$ cat src/rtl/ipl_pkg.sv
// Shared types, constants and helpers for the instrument program lookup block.
package ipl_pkg;

  localparam int MAX_ENTRIES = 128;
  localparam int SCAN_LIMIT  = (MAX_ENTRIES < 128) ? MAX_ENTRIES : 128;
  localparam int ADDR_W      = (MAX_ENTRIES > 1) ? $clog2(MAX_ENTRIES) : 1;
  localparam int CNT_W       = $clog2(SCAN_LIMIT + 1);
  localparam int IDX_W       = 7;
  localparam int FIELD_W     = 7;
  localparam int COUNT_W     = 8;
  localparam int IDENT_W     = 1 + 3 * FIELD_W;

  typedef logic [IDENT_W-1:0] ident_t;

  typedef enum logic [1:0] {
    ST_IDLE,
    ST_SCAN,
    ST_FLUSH
  } state_t;

  typedef enum logic [1:0] {
    RULE_EXACT   = 2'd0,
    RULE_BANK0   = 2'd1,
    RULE_PROG0   = 2'd2,
    RULE_DEFAULT = 2'd3
  } rule_t;

  typedef enum logic {
    ACT_WRITE  = 1'b0,
    ACT_LOOKUP = 1'b1
  } action_t;

  typedef struct packed {
    logic             valid;
    logic [IDX_W-1:0] index;
    rule_t            rule;
    logic             empty;
  } result_t;

  function automatic ident_t pack_identity(input logic drum,
                                           input logic [FIELD_W-1:0] bhi,
                                           input logic [FIELD_W-1:0] blo,
                                           input logic [FIELD_W-1:0] prog);
    return {drum, bhi, blo, prog};
  endfunction

endpackage

$ cat src/rtl/ipl_ram.sv
// Generic single-port-write, single-port-read RAM with a registered read.
module ipl_ram #(
  parameter int WIDTH = 8,
  parameter int DEPTH = 16
) (
  input  logic                             clk,
  input  logic                             we,
  input  logic [(DEPTH > 1 ? $clog2(DEPTH) : 1)-1:0] waddr,
  input  logic [WIDTH-1:0]                 wdata,
  input  logic [(DEPTH > 1 ? $clog2(DEPTH) : 1)-1:0] raddr,
  output logic [WIDTH-1:0]                 rdata
);

  logic [WIDTH-1:0] mem [DEPTH];

  always_ff @(posedge clk) begin
    if (we) begin
      mem[waddr] <= wdata;
    end
    rdata <= mem[raddr];
  end

endmodule

$ cat src/rtl/ipl_scan.sv
// Sequencer that writes table entries and scans the table for a lookup.
module ipl_scan (
  input  logic                            clk,
  input  logic                            rst,
  input  logic                            start,
  output logic                            busy,
  input  logic                            action,
  input  logic [ipl_pkg::IDX_W-1:0]       entry_index,
  input  logic                            drum_flag,
  input  logic [ipl_pkg::FIELD_W-1:0]     bank_high,
  input  logic [ipl_pkg::FIELD_W-1:0]     bank_low,
  input  logic [ipl_pkg::FIELD_W-1:0]     program_req,
  input  logic [ipl_pkg::COUNT_W-1:0]     entry_count,
  output logic                            ram_we,
  output logic [ipl_pkg::ADDR_W-1:0]      ram_waddr,
  output ipl_pkg::ident_t                 ram_wdata,
  output logic [ipl_pkg::ADDR_W-1:0]      ram_raddr,
  input  ipl_pkg::ident_t                 ram_rdata,
  output ipl_pkg::result_t                result
);
  import ipl_pkg::*;

  state_t              state, state_next;
  logic [CNT_W-1:0]    cnt;
  logic [CNT_W-1:0]    last;
  logic [CNT_W-1:0]    rd_idx;
  logic                vld;
  ident_t              key;
  logic [2:0]          hit, hit_next;
  logic [IDX_W-1:0]    found [3];
  logic [IDX_W-1:0]    found_next [3];
  ident_t              want [3];
  logic                accept;
  logic                take_lookup;
  logic [COUNT_W-1:0]  limit;
  ident_t              in_ident;
  result_t             result_next;

  assign accept      = start && !busy;
  assign take_lookup = accept && (action == ACT_LOOKUP);
  assign in_ident    = pack_identity(drum_flag, bank_high, bank_low, program_req);
  assign limit       = (entry_count > COUNT_W'(SCAN_LIMIT)) ? COUNT_W'(SCAN_LIMIT)
                                                            : entry_count;

  // The three candidate patterns: exact, bank 0/0, bank 0/0 with program 0.
  assign want[0] = key;
  assign want[1] = {key[IDENT_W-1], {(2 * FIELD_W){1'b0}}, key[FIELD_W-1:0]};
  assign want[2] = {key[IDENT_W-1], {(IDENT_W - 1){1'b0}}};

  always_comb begin
    state_next = state;
    unique case (state)
      ST_IDLE: begin
        if (take_lookup && (limit != '0)) begin
          state_next = ST_SCAN;
        end
      end
      ST_SCAN: begin
        if (cnt == last) begin
          state_next = ST_FLUSH;
        end
      end
      ST_FLUSH: begin
        state_next = ST_IDLE;
      end
      default: begin
        state_next = ST_IDLE;
      end
    endcase
  end

  always_comb begin
    busy      = (state != ST_IDLE);
    ram_we    = accept && (action == ACT_WRITE) && (32'(entry_index) < MAX_ENTRIES);
    ram_waddr = ADDR_W'(entry_index);
    ram_wdata = in_ident;
    ram_raddr = ADDR_W'(cnt);
  end

  // First-match tracking for all three rules at once.
  always_comb begin
    for (int r = 0; r < 3; r++) begin
      hit_next[r]   = hit[r];
      found_next[r] = found[r];
      if (vld && !hit[r] && (ram_rdata == want[r])) begin
        hit_next[r]   = 1'b1;
        found_next[r] = IDX_W'(rd_idx);
      end
    end
  end

  always_comb begin
    result_next       = '0;
    result_next.rule  = RULE_DEFAULT;
    if (take_lookup && (limit == '0)) begin
      result_next.valid = 1'b1;
      result_next.empty = 1'b1;
    end else if (state == ST_FLUSH) begin
      result_next.valid = 1'b1;
      priority if (hit_next[0]) begin
        result_next.index = found_next[0];
        result_next.rule  = RULE_EXACT;
      end else if (hit_next[1]) begin
        result_next.index = found_next[1];
        result_next.rule  = RULE_BANK0;
      end else if (hit_next[2]) begin
        result_next.index = found_next[2];
        result_next.rule  = RULE_PROG0;
      end else begin
        result_next.index = '0;
        result_next.rule  = RULE_DEFAULT;
      end
    end
  end

  always_ff @(posedge clk) begin
    if (rst) begin
      state  <= ST_IDLE;
      vld    <= 1'b0;
      hit    <= '0;
      result <= '0;
    end else begin
      state  <= state_next;
      vld    <= (state == ST_SCAN);
      result <= result_next;
      if (take_lookup) begin
        hit <= '0;
      end else begin
        hit <= hit_next;
      end
    end
  end

  always_ff @(posedge clk) begin
    rd_idx <= cnt;
    for (int r = 0; r < 3; r++) begin
      found[r] <= found_next[r];
    end
    if (take_lookup) begin
      key  <= in_ident;
      cnt  <= '0;
      last <= CNT_W'(limit - COUNT_W'(1));
    end else if (state == ST_SCAN) begin
      cnt <= cnt + CNT_W'(1);
    end
  end

  a_no_write_while_busy: assert property (@(posedge clk) disable iff (rst)
    busy |-> !ram_we) else $error("table written during a scan");

  a_flush_gives_result: assert property (@(posedge clk) disable iff (rst)
    (state == ST_FLUSH) |=> result.valid) else $error("scan ended without a result");

  a_empty_default: assert property (@(posedge clk) disable iff (rst)
    (result.valid && result.empty) |-> (result.rule == RULE_DEFAULT && result.index == '0))
    else $error("empty-table result is not the default entry");

  a_scan_bounded: assert property (@(posedge clk) disable iff (rst)
    (state == ST_SCAN) |-> (cnt <= last)) else $error("scan ran past the last entry");

endmodule

$ cat src/rtl/instrument_program_lookup_core.sv
// Top level of the instrument program lookup block: configuration, table and scanner.
//
// The block keeps a table of up to 128 instrument identities (drum flag, bank MSB,
// bank LSB, program) in one synchronous RAM. A transaction with action 0 writes one
// entry, so write transactions may follow each other on every clock while busy is
// low. A transaction with action 1 looks an identity up: the scanner reads
// the entries below entry_count one per cycle through the RAM read port, tracking the
// first exact match, the first bank 0/0 match and the first bank 0/0 program 0 match
// at once. A lookup keeps busy high through the scan and flush states; its result is
// registered in the flush state and appears as busy falls, when the next transaction
// can already be accepted. A lookup lasts longer the more entries it scans in the
// table; its length is set by the single RAM read port. A lookup on an empty table
// answers on the next cycle with table_empty set, entry 0 and the default rule. Each
// result is presented for exactly one cycle with result_valid high and must be taken
// then, since the receiver cannot hold it off. The entry_count register is written
// through its own channel, which is always ready, and should be changed only while
// the block is idle; values above 128 are treated as 128. Entries must be written
// before a lookup reaches them, as the table has no reset. There is no clearing pass.
module instrument_program_lookup_core (
  input  logic                         clk,
  input  logic                         rst,
  input  logic                         start,
  output logic                         busy,
  input  logic                         action,
  input  logic [ipl_pkg::IDX_W-1:0]    entry_index,
  input  logic                         drum_flag,
  input  logic [ipl_pkg::FIELD_W-1:0]  bank_high,
  input  logic [ipl_pkg::FIELD_W-1:0]  bank_low,
  input  logic [ipl_pkg::FIELD_W-1:0]  program_req,
  output logic                         result_valid,
  output logic [ipl_pkg::IDX_W-1:0]    instrument_index,
  output logic [1:0]                   match_rule,
  output logic                         table_empty,
  input  logic                         cfg_valid,
  output logic                         cfg_ready,
  input  logic [ipl_pkg::COUNT_W-1:0]  cfg_data
);
  import ipl_pkg::*;

  logic [COUNT_W-1:0] entry_count;
  logic               ram_we;
  logic [ADDR_W-1:0]  ram_waddr;
  ident_t             ram_wdata;
  logic [ADDR_W-1:0]  ram_raddr;
  ident_t             ram_rdata;
  result_t            result;

  // The configuration channel never stalls.
  assign cfg_ready = 1'b1;

  always_ff @(posedge clk) begin
    if (rst) begin
      entry_count <= '0;
    end else if (cfg_valid && cfg_ready) begin
      entry_count <= cfg_data;
    end
  end

  ipl_ram #(
    .WIDTH (IDENT_W),
    .DEPTH (MAX_ENTRIES)
  ) u_table (
    .clk   (clk),
    .we    (ram_we),
    .waddr (ram_waddr),
    .wdata (ram_wdata),
    .raddr (ram_raddr),
    .rdata (ram_rdata)
  );

  ipl_scan u_scan (
    .clk         (clk),
    .rst         (rst),
    .start       (start),
    .busy        (busy),
    .action      (action),
    .entry_index (entry_index),
    .drum_flag   (drum_flag),
    .bank_high   (bank_high),
    .bank_low    (bank_low),
    .program_req (program_req),
    .entry_count (entry_count),
    .ram_we      (ram_we),
    .ram_waddr   (ram_waddr),
    .ram_wdata   (ram_wdata),
    .ram_raddr   (ram_raddr),
    .ram_rdata   (ram_rdata),
    .result      (result)
  );

  // Results leave straight from the scanner's output register.
  assign result_valid     = result.valid;
  assign instrument_index = result.index;
  assign match_rule       = result.rule;
  assign table_empty      = result.empty;

endmodule
$ cat config.mk
export PLATFORM = sky130hd
export DESIGN_NAME = instrument_program_lookup_core
export DESIGN_NICKNAME = d
export VERILOG_FILES = /design/src/rtl/ipl_pkg.sv /design/src/rtl/ipl_ram.sv /design/src/rtl/ipl_scan.sv /design/src/rtl/instrument_program_lookup_core.sv
export SDC_FILE = /design/constraint.sdc
export NUM_CORES = 2
export LEC_CHECK = 0
export BUFFER_PORTS_ARGS = -buffer_cell sky130_fd_sc_hd__buf_2
export CORE_ASPECT_RATIO = 1.2
export CORE_MARGIN = 5
export CORE_UTILIZATION = 45
export CTS_BUF_LIST = sky130_fd_sc_hd__clkbuf_4 sky130_fd_sc_hd__clkbuf_8 sky130_fd_sc_hd__clkbuf_16
export CTS_CLUSTER_SIZE = 25
export DETAILED_ROUTE_END_ITERATION = 16
export SYNTH_ARGS = -nofsm -noshare
export SYNTH_HDL_FRONTEND = slang
export SYNTH_HIERARCHICAL = 1
export SYNTH_SLANG_ARGS = --single-unit
$ cat constraint.sdc
create_clock -name clk -period 8.3 [get_ports clk]
set_clock_uncertainty 0.15 [all_clocks]
set_input_delay 0.415 -clock clk [delete_from_list [all_inputs] [get_ports clk]]
set_output_delay 0.415 -clock clk [all_outputs]
set_load 0.1 [all_outputs]
==> key figures <==
Route
  – WL/cell: approximately 33 um
  – Vias after detailed routing: about 50000
  – Via density: just over 6
  – Initial DRC count: 5695
  – Drc violations: 0
  – Pre-Repair DR Iteration Count: 5
  – Post-route ant nets: 0
  – Routed wire length: ~270 mm

Hold path
  – Worst Hold Class: input port to flop
  – Hold Startpoint: bank_high[1]

CTS
  – Clock sinks: about 3000
  – TritonCTS buffer count: 280
  – Skew-Pair Late Insertion Delay: 0.82 ns
  – Bufs on Longest Clock Path: 4
  – H-tree level count: 5
  – CTS tree: yes
  – Reg clk slew, reported paths: about 0.070 ns
  – Root buf cell: clkbuf_16
  – CTS-repair resized insts: 0

Timing
  – Slew headroom: ~14%
  – Unrepaired setup endpoints after global routing: false
  – Worst setup margin: between 3 and 4 ns
  – Final Slew Violations: 0
  – Min Tclk post-route: around 4.5 ns
  – Peak Freq: about 220 MHz
  – Crit share post-route: a little over half
  – Hold Fails Final Rpt: 0
  – Worst-Margin Slew: approximately 1.3 ns
  – Final setup fails: 0
  – Setup_tns: 0 ns

Power and ir drop
  – Gate power share: a little over an eighth
  – Power after layout: 33500 uW
  – Power per cell area: around 270 nW/um2
  – Clock power share: between 30% and 40%
  – Switching Share: 22.9%
  – Lkg Pwr: approximately 0.038 uW
  – VDD IR max: 0.204 mV
  – NetSw: around 7700 uW
  – Internal power: 25800 uW
  – Register share of total power: roughly 49%

Placed design
  – Number of port buffers: 53
  – Dpl ws: a little under 4 ns
  – HPWL after DPL: about 140 mm
  – Gpl congestion: 0.780
  – Cells after DPL: around 7700

Global routing
  – First-pass GRT wire length: roughly 380 mm
  – GRT Total Usage: approximately a fifth
  – Largest net degree at the start of global routing: roughly 140
  – Vias in the first global route: slightly above 50000
  – Total global routing overflow: 0
  – Initial antenna violation count: 36

Worst setup path
  – Delay-heaviest family, CP: multiplexers
  – Origin of the critical flop-to-flop path: u_scan/cnt[2]$_SDFFE_PP0P_
  – Data arrival time of the worst path: between 5 and 6 ns
  – WP data required: slightly below 9 ns
  – Worst setup SP type: flop
  – Crit path from: u_scan/cnt[2]$_SDFFE_PP0P_
  – Buf/Inv on CP: 2
  – Most common cell on crit path: mux4_2
  – Setup crit end kind: flop
  – Crit path max fanout: 94
  – Setup CP Type: flop to flop
  – Critical path's largest stage delay: 1.02 ns
  – Worst-path cell chain: buf_4 -> buf_12 -> mux4_2 -> mux4_2 -> mux4_2 -> mux2_2
  – Slowest cell on crit path: dfxtp_4

Synth
  – Mapped Area: approximately 110000 um2
  – Compound-Gate Fraction of Synth Area: less than 1%
  – Mux share of post-synthesis cell area: a little under a fifth
  – Net count after synthesis: between 4000 and 5000
  – Area leader, netlist: edfxtp_1
  – Top-count cell post-synth: edfxtp_1
  – Synth Area in Simple Gates: roughly 1.1%
  – Async SR Flop Fraction: 0%
  – Syn avg cell area: between 20 and 25 um2
  – Synth Flop Type: edfxtp_1
  – Adder-Cell Fraction of Synth Area: less than 1%
  – Synth top area share: approximately three quarters
  – Distinct cells, synth: 42
  – Number of flops mapped to enable cells by yosys: between 2000 and 3000
  – Synth top cells by count: 2846 x edfxtp_1, 924 x mux4_2, 148 x nor2_1
  – Gate count after technology mapping: 4505
  – Synth top area cells: edfxtp_1 77%, mux4_2 19%, dfxtp_1 1.5%
  – Ys Warns: 6
  – Seq cells post-synth: roughly 2900
  – XOR/XNOR share of the synthesized area: 0.306%
  – Seq/Total Area, Yosys: 78.1%
  – Largest family of logic cells by synthesized area: multiplexers

Finish
  – Layout area overhead: 13.0%
  – Layout Nets: 4852
  – Area occupied by multi-input gates: ~24000 um2
  – Layout cells sized above 1: a little over a third
  – Final cell count without fillers: 8251
  – FF+latch area: about 87000 um2
  – Fin util: 51.0%
  – Number of fill cells: 18900

Floorplanning
  – Row count: 200
  – Width of the die: ~460 um
  – Initial Utilization: around 45%
  – I/O Pins: 55
  – Die ar.: between 200000 and 300000 um2
  – Core area: ~250000 um2
  – Die span in y: roughly 560 um

Outcome
  – Run status: complete, no violations

Run
  – Max cap viols: 0
## worst register-to-register path: cells and delay by family (launching register included)
| kind | cells | cell delay, ns |
|---|---|---|
| flip-flops | 1 | 1.02 |
| buffers and inverters | 2 | 0.96 |
| multiplexers | 4 | 2.21 |
## kinds of logic (layout without fill, tap and decap cells)
logic type               count (synthesis)  count (layout)
AO/OA/AOI/OAI                           28              28
flip-flops                            2929            2929
other                                    1              12
XOR/XNOR                                39              39
adder cells (fa/ha/maj)                  2               2
AND/OR/NAND/NOR                        262             262
multiplexers                           975             975
buffers and inverters                  269             772
## sequential cells by signal, summed over array words and instances (netlist names), 2 cells and up
register / count
u_scan/cnt: 8
u_table/rdata: 22
u_scan/hit: 3
u_scan/found: 21
u_scan/rd_idx: 7
u_scan/result: 11
u_scan/last: 8
u_table/mem: 2816
u_scan/key: 22
entry_count: 8
u_scan/state: 2
## path summary, 6_finish.rpt
kind                                  endpoint  slack, ns  depth (start not counted)
setup / recovery     u_table/rdata[19]$_DFF_P_       3.84                          6
hold / removal    u_table/mem[1][15]$_DFFE_PP_       0.03                          1
setup reg to reg     u_table/rdata[19]$_DFF_P_       3.84                          6
hold reg to reg       u_scan/rd_idx[6]$_DFF_P_       0.26                          0
## metrics by stage
step	area, um2	hold slack (ns)
6_report	126000	0.0318
5_1_grt	126000	0.0402
4_1_cts	126000	0.00248
3_5_place_dp	117000	0.255
3_3_place_gp	117000	0.259
2_1_floorplan	112000	0.243
## timing repair
action | 4_1_cts | 5_1_grt
hold buffers | 40 | 0
setup buffers | 0 | 0
endpoints found under the hold margin | 343 | 0
## power groups by stage
stage	Sequential (uW)	Combinational (uW)	Clock [uW]
3_5_place_dp	16800	4540	0
6_report	16500	4490	12500
2_1_floorplan	16700	3330	0
3_3_place_gp	16800	4530	0
5_1_grt	16500	4770	13400
4_1_cts	16500	4570	12700
## area by class of cell
class | instances | area share [%]
Tap cell | 3232 | 3.21
Clock inverter | 119 | 0.786
Clock buffer | 363 | 6.26
Sequential cell | 2929 | 69.1
Inverter | 5 | 0.0149
Multi-Input combinational cell | 1307 | 18.7
Antenna cell | 11 | 0.0218
Timing Repair Buffer | 285 | 1.88
## per-layer routing
metal | wire (um) | GRT usage [%] | vias to the layer above
li1 | - | - | 20000
met5 | 0 | 0 | -
met3 | 21100 | 3.72 | 354
met2 | 135000 | 34.5 | 2014
met1 | 106000 | 28.6 | 27500
met4 | 8300 | 6.28 | 0
## cells in the final DEF (no fill, tap or decap), types with 40 or more instances in the layout
| master | count |
|---|---|
| nor2_2 | 119 |
| edfxtp_1 | 2846 |
| dfxtp_1 | 77 |
| dlygate4sd3_1 | 40 |
| clkbuf_4 | 65 |
| buf_4 | 197 |
| clkbuf_16 | 293 |
| mux2_2 | 43 |
| mux4_2 | 924 |
| clkinv_1 | 54 |
Note: power is estimated with default switching activity, not from simulation.
